File: src/aelr_pkg.sv
// Shared constants, types and codes of the active edge line rasterizer.
package aelr_pkg;

    localparam int MAX_EDGES_DEF = 32;
    localparam int NUM_ROWS_DEF  = 48;
    localparam int TOP_ROW_DEF   = 24;
    localparam int FRAC_BITS_DEF = 16;

    localparam int X_W     = 11;  // pixel column
    localparam int Y_W     = 6;   // row coordinate
    localparam int FIX_W   = 32;  // fixed point x and step
    localparam int START_W = 6;   // stored start row
    localparam int ROWS_W  = 7;   // row count, up to 127

    typedef enum logic [2:0] {
        ST_OK       = 3'd0,
        ST_FULL     = 3'd1,
        ST_RANGE    = 3'd2,
        ST_HORIZ    = 3'd3,
        ST_FINISHED = 3'd4
    } t_status;

    typedef enum logic [2:0] {
        S_IDLE,
        S_DIV,
        S_RESP,
        S_RD,
        S_EV,
        S_END
    } t_state;

    typedef struct packed {
        logic [START_W-1:0] start_row;
        logic [FIX_W-1:0]   x_fixed;
        logic [FIX_W-1:0]   step_fixed;
        logic [ROWS_W-1:0]  rows_left;
    } t_edge;

endpackage

File: src/aelr_div.sv
// Sequential signed divider: one quotient bit per cycle, truncated toward zero.
module aelr_div
    import aelr_pkg::*;
#(
    parameter int DW = 12 + FRAC_BITS_DEF
) (
    input  logic                  i_clk,
    input  logic                  i_rst_n,
    input  logic                  i_start,
    input  logic signed [DW-1:0]  i_dividend,
    input  logic [ROWS_W-1:0]     i_divisor,
    output logic                  o_done,
    output logic [FIX_W-1:0]      o_quot
);
    localparam int CW = $clog2(DW + 1);

    logic              r_busy;
    logic              r_done;
    logic [CW-1:0]     r_cnt;
    logic [ROWS_W-1:0] r_rem;
    logic [DW-1:0]     r_quo;
    logic [ROWS_W-1:0] r_div;
    logic              r_neg;

    logic [ROWS_W:0]   sh;
    logic              qbit;
    logic [ROWS_W:0]   diff;
    logic [DW-1:0]     q_signed;

    always_comb begin
        sh   = {r_rem, r_quo[DW-1]};
        diff = sh - {1'b0, r_div};
        qbit = (sh >= {1'b0, r_div});
        q_signed = r_neg ? (~r_quo + 1'b1) : r_quo;
    end

    always_ff @(posedge i_clk) begin
        if (!i_rst_n) begin
            r_busy <= 1'b0;
            r_done <= 1'b0;
            r_cnt  <= '0;
        end else begin
            r_done <= 1'b0;
            if (i_start) begin
                r_busy <= 1'b1;
                r_cnt  <= CW'(DW);
            end else if (r_busy) begin
                if (r_cnt == CW'(1)) begin
                    r_busy <= 1'b0;
                    r_done <= 1'b1;
                end
                r_cnt <= r_cnt - 1'b1;
            end
        end
    end

    always_ff @(posedge i_clk) begin
        if (i_start) begin
            r_neg <= i_dividend[DW-1];
            r_quo <= i_dividend[DW-1] ? (~i_dividend + 1'b1) : i_dividend;
            r_rem <= '0;
            r_div <= i_divisor;
        end else if (r_busy) begin
            r_rem <= qbit ? diff[ROWS_W-1:0] : sh[ROWS_W-1:0];
            r_quo <= {r_quo[DW-2:0], qbit};
        end
    end

    assign o_done = r_done;
    assign o_quot = FIX_W'($signed(q_signed));

endmodule

File: src/active_edge_line_rasterizer_unit.sv
// Top level of the active edge line rasterizer: edge table, sequencer, result register.
//
// Usage: one request channel (i_valid / o_ready) carries a command and two
// endpoints; one result channel (o_valid / i_ready) carries pixels and status.
// A load request (cmd 0) checks the segment (horizontal, then out of range,
// then table full) and, if accepted, divides the x span by the row count and
// stores the edge. One result, pixel_valid 0, with the status.
// A raster request (cmd 1) scans the next row down: every stored edge that
// has started and has rows left gives one pixel, in load order; the last
// pixel carries last. A row with no pixel gives one empty result, and a
// raster request after all rows gives status "raster finished".
// Timing: a load waits for the one-bit-per-cycle divider. In a raster row
// each entry is read from the single-port edge memory and, if active, then
// updated and written back. A pixel is held back one edge so that last can
// be marked.
// Stall: results sit in an output register; when the receiver stalls the
// sequencer waits at the next pixel. A new request is taken once the previous
// one has been fully handed to the output register.
// Reset clears the edge count, the current row and all control; the edge
// memory itself is not cleared (only written entries are ever read).
module active_edge_line_rasterizer_unit
    import aelr_pkg::*;
#(
    parameter int MAX_EDGES = MAX_EDGES_DEF,
    parameter int NUM_ROWS  = NUM_ROWS_DEF,
    parameter int TOP_ROW   = TOP_ROW_DEF,
    parameter int FRAC_BITS = FRAC_BITS_DEF
) (
    input  logic                  i_clk,
    input  logic                  i_rst_n,
    input  logic                  i_valid,
    output logic                  o_ready,
    input  logic                  i_cmd,
    input  logic signed [X_W-1:0] i_x_first,
    input  logic signed [Y_W-1:0] i_y_first,
    input  logic signed [X_W-1:0] i_x_second,
    input  logic signed [Y_W-1:0] i_y_second,
    output logic                  o_valid,
    input  logic                  i_ready,
    output logic signed [X_W-1:0] o_pixel_x,
    output logic signed [Y_W-1:0] o_pixel_y,
    output logic                  o_pixel_valid,
    output logic [2:0]            o_status,
    output logic                  o_last
);
    localparam int IDX_W = (MAX_EDGES > 1) ? $clog2(MAX_EDGES) : 1;
    localparam int CNT_W = $clog2(MAX_EDGES + 1);
    localparam int ROW_W = $clog2(NUM_ROWS + 1);
    localparam int DW    = 12 + FRAC_BITS;

    // edge table
    t_edge r_mem [MAX_EDGES];
    t_edge r_rd;

    t_state r_state, n_state;

    logic [CNT_W-1:0]  r_count;
    logic [ROW_W-1:0]  r_row;
    logic [CNT_W-1:0]  r_idx;
    logic              r_pend;
    logic [X_W-1:0]    r_pend_x;
    t_status           r_resp;

    // load operands held during divide
    logic [START_W-1:0] r_ld_start;
    logic [FIX_W-1:0]   r_ld_x;
    logic [ROWS_W-1:0]  r_ld_rows;

    logic               r_o_valid;
    logic [X_W-1:0]     r_o_x;
    logic [Y_W-1:0]     r_o_y;
    logic               r_o_pv;
    t_status            r_o_status;
    logic               r_o_last;

    // request decode
    logic               accept;
    logic signed [8:0]  r1, r2;
    logic               horiz, out_range, full;
    logic               first_high;
    logic signed [X_W-1:0] xh, xl;
    logic signed [Y_W-1:0] yh, yl;
    logic signed [X_W:0]   dx;
    logic [ROWS_W-1:0]  rows;
    logic signed [DW-1:0] dividend;

    logic               div_start, div_done;
    logic [FIX_W-1:0]   div_quot;

    // raster datapath
    logic               slot_free;
    logic               out_load;
    logic               active;
    logic               last_idx;
    logic signed [FIX_W-1:0] xs;
    logic [FIX_W-1:0]   xmag, xtr;
    logic [X_W-1:0]     cur_px;
    logic [Y_W-1:0]     cur_py;

    assign accept    = i_valid && o_ready;
    assign o_ready   = (r_state == S_IDLE);
    assign slot_free = !r_o_valid || i_ready;
    // output register takes a new result this cycle
    assign out_load  = slot_free && ((r_state == S_RESP) || (r_state == S_END)
                                     || ((r_state == S_EV) && active && r_pend));

    always_comb begin
        r1 = $signed(9'(TOP_ROW)) - 9'(i_y_first);
        r2 = $signed(9'(TOP_ROW)) - 9'(i_y_second);
        horiz = (i_y_first == i_y_second);
        out_range = (r1 < 0) || (r1 >= $signed(9'(NUM_ROWS)))
                 || (r2 < 0) || (r2 >= $signed(9'(NUM_ROWS)));
        full = (r_count >= CNT_W'(MAX_EDGES));
        first_high = (i_y_first > i_y_second);
        xh = first_high ? i_x_first  : i_x_second;
        yh = first_high ? i_y_first  : i_y_second;
        xl = first_high ? i_x_second : i_x_first;
        yl = first_high ? i_y_second : i_y_first;
        dx = (X_W+1)'(xl) - (X_W+1)'(xh);
        rows = ROWS_W'(8'(yh) - 8'(yl) + 8'd1);
        dividend = DW'(dx) <<< FRAC_BITS;
    end

    always_comb begin
        active = ({2'b0, r_rd.start_row} <= 8'(r_row)) && (r_rd.rows_left != '0);
        last_idx = (r_idx + 1'b1 == r_count);
        xs = $signed(r_rd.x_fixed);
        xmag = xs[FIX_W-1] ? (~r_rd.x_fixed + 1'b1) : r_rd.x_fixed;
        xtr = xmag >> FRAC_BITS;
        cur_px = xs[FIX_W-1] ? X_W'(~xtr + 1'b1) : X_W'(xtr);
        cur_py = Y_W'(8'(TOP_ROW) - 8'(r_row));
    end

    // next state
    always_comb begin
        n_state = r_state;
        unique case (r_state)
            S_IDLE: begin
                if (accept) begin
                    if (i_cmd) begin
                        if (r_row >= ROW_W'(NUM_ROWS)) n_state = S_RESP;
                        else if (r_count == '0)      n_state = S_END;
                        else                         n_state = S_RD;
                    end else if (horiz || out_range || full) begin
                        n_state = S_RESP;
                    end else begin
                        n_state = S_DIV;
                    end
                end
            end
            S_DIV:  if (div_done) n_state = S_RESP;
            S_RESP: if (slot_free) n_state = S_IDLE;
            S_RD:   n_state = S_EV;
            S_EV: begin
                if (!active || !r_pend || slot_free)
                    n_state = last_idx ? S_END : S_RD;
            end
            S_END:  if (slot_free) n_state = S_IDLE;
            default: n_state = S_IDLE;
        endcase
    end

    assign div_start = (r_state == S_IDLE) && accept && !i_cmd
                    && !horiz && !out_range && !full;

    aelr_div #(.DW(DW)) u_div (
        .i_clk      (i_clk),
        .i_rst_n    (i_rst_n),
        .i_start    (div_start),
        .i_dividend (dividend),
        .i_divisor  (rows),
        .o_done     (div_done),
        .o_quot     (div_quot)
    );

    // control and result register
    always_ff @(posedge i_clk) begin
        if (!i_rst_n) begin
            r_state   <= S_IDLE;
            r_count   <= '0;
            r_row     <= '0;
            r_idx     <= '0;
            r_pend    <= 1'b0;
            r_o_valid <= 1'b0;
            r_resp    <= ST_OK;
        end else begin
            r_state <= n_state;
            if (out_load)     r_o_valid <= 1'b1;
            else if (i_ready) r_o_valid <= 1'b0;
            unique case (r_state)
                S_IDLE: begin
                    r_idx  <= '0;
                    r_pend <= 1'b0;
                    if (accept) begin
                        if (i_cmd)          r_resp <= ST_FINISHED;
                        else if (horiz)     r_resp <= ST_HORIZ;
                        else if (out_range) r_resp <= ST_RANGE;
                        else if (full)      r_resp <= ST_FULL;
                        else                r_resp <= ST_OK;
                    end
                end
                S_DIV: begin
                    if (div_done) r_count <= r_count + 1'b1;
                end
                S_RESP: begin
                    if (slot_free) begin
                        r_o_x      <= '0;
                        r_o_y      <= '0;
                        r_o_pv     <= 1'b0;
                        r_o_status <= r_resp;
                        r_o_last   <= 1'b1;
                    end
                end
                S_RD: ;
                S_EV: begin
                    if (active && r_pend && slot_free) begin
                        r_o_x      <= r_pend_x;
                        r_o_y      <= cur_py;
                        r_o_pv     <= 1'b1;
                        r_o_status <= ST_OK;
                        r_o_last   <= 1'b0;
                    end
                    if (!active || !r_pend || slot_free) begin
                        r_idx <= r_idx + 1'b1;
                        if (active) begin
                            r_pend   <= 1'b1;
                            r_pend_x <= cur_px;
                        end
                    end
                end
                S_END: begin
                    if (slot_free) begin
                        r_o_x      <= r_pend ? r_pend_x : '0;
                        r_o_y      <= r_pend ? cur_py : '0;
                        r_o_pv     <= r_pend;
                        r_o_status <= ST_OK;
                        r_o_last   <= 1'b1;
                        r_row      <= r_row + 1'b1;
                    end
                end
                default: ;
            endcase
        end
    end

    // load operands
    always_ff @(posedge i_clk) begin
        if (div_start) begin
            r_ld_start <= START_W'(8'(TOP_ROW) - 8'(yh));
            r_ld_x     <= FIX_W'(xh) << FRAC_BITS;
            r_ld_rows  <= rows;
        end
    end

    // edge memory: one read or one write per cycle
    always_ff @(posedge i_clk) begin
        if (r_state == S_DIV && div_done) begin
            r_mem[r_count[IDX_W-1:0]] <= '{start_row:  r_ld_start,
                                           x_fixed:    r_ld_x,
                                           step_fixed: div_quot,
                                           rows_left:  r_ld_rows};
        end else if (r_state == S_EV && active && (!r_pend || slot_free)) begin
            r_mem[r_idx[IDX_W-1:0]] <= '{start_row:  r_rd.start_row,
                                         x_fixed:    r_rd.x_fixed + r_rd.step_fixed,
                                         step_fixed: r_rd.step_fixed,
                                         rows_left:  r_rd.rows_left - 1'b1};
        end
        if (r_state == S_RD) r_rd <= r_mem[r_idx[IDX_W-1:0]];
    end

    assign o_valid       = r_o_valid;
    assign o_pixel_x     = r_o_x;
    assign o_pixel_y     = r_o_y;
    assign o_pixel_valid = r_o_pv;
    assign o_status      = r_o_status;
    assign o_last        = r_o_last;

endmodule
File: config.mk
export PLATFORM = sky130hd
export DESIGN_NAME = active_edge_line_rasterizer_unit
export DESIGN_NICKNAME = d
export VERILOG_FILES = /design/src/aelr_pkg.sv /design/src/aelr_div.sv /design/src/active_edge_line_rasterizer_unit.sv
export SDC_FILE = /design/constraint.sdc
export NUM_CORES = 2
export LEC_CHECK = 0
export ABC_CLOCK_PERIOD_IN_PS = 6300
export BUFFER_PORTS_ARGS = -buffer_cell sky130_fd_sc_hd__buf_2
export CAP_MARGIN = 20
export CORE_UTILIZATION = 55
export CTS_BUF_LIST = sky130_fd_sc_hd__clkbuf_4 sky130_fd_sc_hd__clkbuf_8
export CTS_CLUSTER_DIAMETER = 30
export DETAILED_ROUTE_END_ITERATION = 8
export GPL_TIMING_DRIVEN = 0
export PLACE_DENSITY = 0.7
export SYNTH_ARGS = -nofsm -noshare
export SYNTH_HDL_FRONTEND = slang
export SYNTH_SLANG_ARGS = --single-unit
File: constraint.sdc
create_clock -name i_clk -period 6.3 [get_ports i_clk]
set_input_delay 0.63 -clock i_clk [delete_from_list [all_inputs] [get_ports i_clk]]
set_output_delay 0.63 -clock i_clk [all_outputs]
set_load 0.05 [all_outputs]
==> impl_metrics.csv <==
group,metric,value,unit
logic_synthesis,yosysSeqAreaShare,0.752,
critical_path,rr_endpoint,"r_mem[20][47]",
cells_and_area,design_area,126000,um^2
cells_and_area,area_delta_synth_final,18.8,%
clock_network,cts_buffers,487,
global_route,track_usage,0.304,
clock_network,cts_tree,"built",
floorplan,start_util,0.555,
detailed_routing,dr_wl_met3,29500,um
logic_synthesis,synth_top_area_frac,0.745,
detailed_routing,drt_iter0_markers,7399,
job,cap_violations,0,
critical_path,r2r_slack,0.66,ns
clock_network,cts_setup_buffers,0,
logic_synthesis,netlist_top_cells_count,"edfxtp_1, mux4_2, clkbuf_1",
critical_path,worstSetupStartpointType,"flip-flop",
power_and_ir_drop,p_per_area,354,nW/um^2
timing,finalCritPeriodShare,0.895,
global_route,grt_pass1_vias,55800,
timing,finalSetupViolCount,0,
floorplan,die_w,441,um
clock_network,root_buffer,"clkbuf_8",
logic_synthesis,syn_area,106000,um^2
critical_path,crit_required,7.08,ns
logic_synthesis,synth_fa_ha_area_frac,0.0105,
cells_and_area,fin_cells,8625,
placed_design,gp_congestion,0.911,
timing,fin_crit,5.64,ns
detailed_routing,drtPass1Iterations,7,
power_and_ir_drop,ir_drop,0.229,mV
power_and_ir_drop,total_power,44.6,mW
placed_design,place_area,115000,um^2
timing,hold_slack,0.110,ns
logic_synthesis,synth_top_cell_by_area,"edfxtp_1",
detailed_routing,wl_met1,108000,um
cells_and_area,drive_gt1_frac,0.344,
logic_synthesis,synth_mux_area_frac,0.174,
critical_path,crit_path_max_fanout,16,
critical_path,path_delay_family,"compound AO/OA/AOI/OAI gates",
floorplan,dieArea,194000,um^2
critical_path,reg2reg_from,"r_row[1]",
timing,drv_slew,0,
placed_design,hpwl,197000,um
clock_network,htree_levels,5,
logic_synthesis,synth-xor-area-share,0.0107,
power_and_ir_drop,p_leak,39.7,nW
logic_synthesis,synth_ff_type,"edfxtp_1",
cells_and_area,num-nets-final,5845,
timing,tns,0,ns
logic_synthesis,synth_area_per_cell,21.7,um^2
timing,hold_viol,0,
critical_path,timing.critical_path.mode_cell,"o21a_1",
logic_synthesis,ys_ff_latch,2667,
placed_design,port_buffers,62,
critical_path,slowest_stage,"nor2_4",
logic_synthesis,synthArstFlopShare,0,
clock_network,cts_resized,0,
detailed_routing,top_layer,"met5",
logic_synthesis,synth_compound_area_frac,0.0182,
detailed_routing,drcViolationCount,0,
global_route,grt_overflow,0,
outcome,run_status,"finished clean",
detailed_routing,ant_nets,0,
timing,fmax,0.177,GHz
global_route,grt_first_pass_wirelength,408000,um
detailed_routing,dr_total_vias,55900,
detailed_routing,vias_per_cell,6.48,
detailed_routing,wire_per_inst,33.8,um
cells_and_area,fill_cells,11900,
logic_synthesis,synthSimpleGateAreaFrac,0.0239,
clock_network,cts.sinks,2667,
timing,clock_skew,0.0901,ns
critical_path,worstPathCellList,"inv_1, ha_1, nor2b_1, o21a_1, o21a_1, o21a_1, o21a_1, o22ai_1, nand4_1, clkbuf_1, o32a_1, nor2_4, buf_12, buf_12, buf_16, buf_16",
detailed_routing,wl_met2,140000,um
timing,tightest_slew,1.26,ns
worst_hold_path,hold_path_end,"u_div.r_div[6]",
critical_path,end_kind,"flip-flop",
clock_network,insertion_delay,1.13,ns
clock_network,postCtsHoldBufs,26,
floorplan,dieHeight,441,um
worst_hold_path,hold_path.class,"input pin to flip-flop",
floorplan,top_level_ports,63,
critical_path,path_buf_inv,6,
logic_synthesis,synth_cells,4881,
floorplan,row_count,160,
timing,grt_setup_unrepaired,"no",
logic_synthesis,ys_warn_count,0,
critical_path,r2r_cells,16,
global_route,grt_antenna_before_repair,27,
clock_network,clock_path_buffers,4,
critical_path,crit_arrival,6.41,ns
critical_path,crit_path_max_incr_delay,0.72,ns
logic_synthesis,synth_cell_types,83,
logic_synthesis,yosys-top-cells-area,"edfxtp_1, mux4_2, mux2_2",
logic_synthesis,synth_edf_count,2627,
worst_hold_path,min_from,"i_y_second[5]",
logic_synthesis,synth.most_common_cell,"edfxtp_1",
placed_design,dp.cells,7703,
timing,maxSlewHeadroom,0.158,
clock_network,clk_pin_slew,0.06,ns
floorplan,core-area,191000,um^2
detailed_routing,routed_wl,291000,um
critical_path,worstSetupPathType,"flip-flop to flip-flop",
logic_synthesis,synth_top_family_by_area,"multiplexers",
global_route,grt_max_degree,42,
logic_synthesis,syn_nets,4994,
worst_hold_path,hold_depth,3,
==> cells by family after synthesis <==
kind of cell,after synthesis
AOI/OAI and AO/OA,307
xor gates and xnor gates,128
adders and majority gates,90
buffers and inverters,298
DFF,2667
muxes,864
and+or+nand+nor,527
==> layer usage <==
layer | global-route usage | up-vias
met4 | 0.139 | 4
li1 | - | 22300
met5 | 0 | -
met3 | 0.0631 | 660
met2 | 0.478 | 3507
met1 | 0.413 | 29400
==> worst max path at each step <==
stage,startpoint,endpoint,slack (ns),cells past startpoint
finish,r_row[1],r_mem[20][47],0.66,16
global route,r_row[1],r_mem[20][47],0.63,16
CTS,r_row[1],r_mem[20][47],0.83,16
detailed placement,r_row[1],r_mem[20][48],0.90,16
global placement,r_row[1],r_mem[15][42],-7.43,13
floorplan,r_row[1],r_mem[19][0],-0.04,13
==> per-stage QoR <==
stage | setup slack [ns] | util
2_1_floorplan | -0.0381 | -
4_1_cts | 0.832 | 0.657
3_3_place_gp | -7.43 | 0.573
6_report | 0.664 | 0.659
3_5_place_dp | 0.898 | 0.601
5_1_grt | 0.634 | 0.659
==> power by group <==
part / leakage, nW / switching [mW] / internal [mW]
clock network: 5.30 / 7.19 / 10.2
logic: 10.3 / 3.68 / 2.63
registers: 24.1 / 0.155 / 20.7
==> cell usage in the layout, fill, tap and decap left out, types with 35 or more instances in the layout <==
cell	instances
clkinv_1	88
o21ai_2	42
clkbuf_1	160
xnor2_1	63
a21oi_1	65
mux2_2	81
bufinv_16	57
nand2_1	164
mux4_2	770
edfxtp_1	2627
buf_8	106
clkbuf_4	99
ha_1	71
dfxtp_1	40
nor2b_1	35
clkbuf_8	491
buf_2	65
nor2_1	106
clkinv_2	65
o21ai_0	49
xor2_1	63
buf_16	53
buf_12	107
inv_1	70
buf_1	49
==> sequential cells by signal, summed over array words and instances (netlist names), 6 cells and up <==
register / count
r_rd: 45
r_count: 6
r_ld_x: 11
r_pend_x: 11
o_pixel_x: 11
r_ld_start: 6
u_div.r_rem: 7
o_pixel_y: 6
r_row: 6
xs: 32
u_div.r_div: 7
r_idx: 6
r_mem: 2464
u_div.r_quo: 28
==> area by class of cell <==
| cell class | count | area (um^2) | share of cell area |
|---|---|---|---|
| clock inverter | 269 | 2850 | 0.0227 |
| tap | 2511 | 3140 | 0.0250 |
| timing repair buffer | 362 | 5840 | 0.0464 |
| multi-input combinational | 1916 | 25600 | 0.203 |
| buffer | 228 | 886 | 0.00704 |
| inverter | 70 | 263 | 0.00209 |
| antenna | 12 | 30.0 | 0.000239 |
| sequential | 2667 | 79700 | 0.634 |
| clock buffer | 590 | 7500 | 0.0596 |
==> tightest hold or removal path, cell delays in order <==
cell and delay (ns):
buf_2 0.17, a21oi_1 0.11, xnor2_1 0.16
Note: power is estimated with default switching activity, not from simulation.
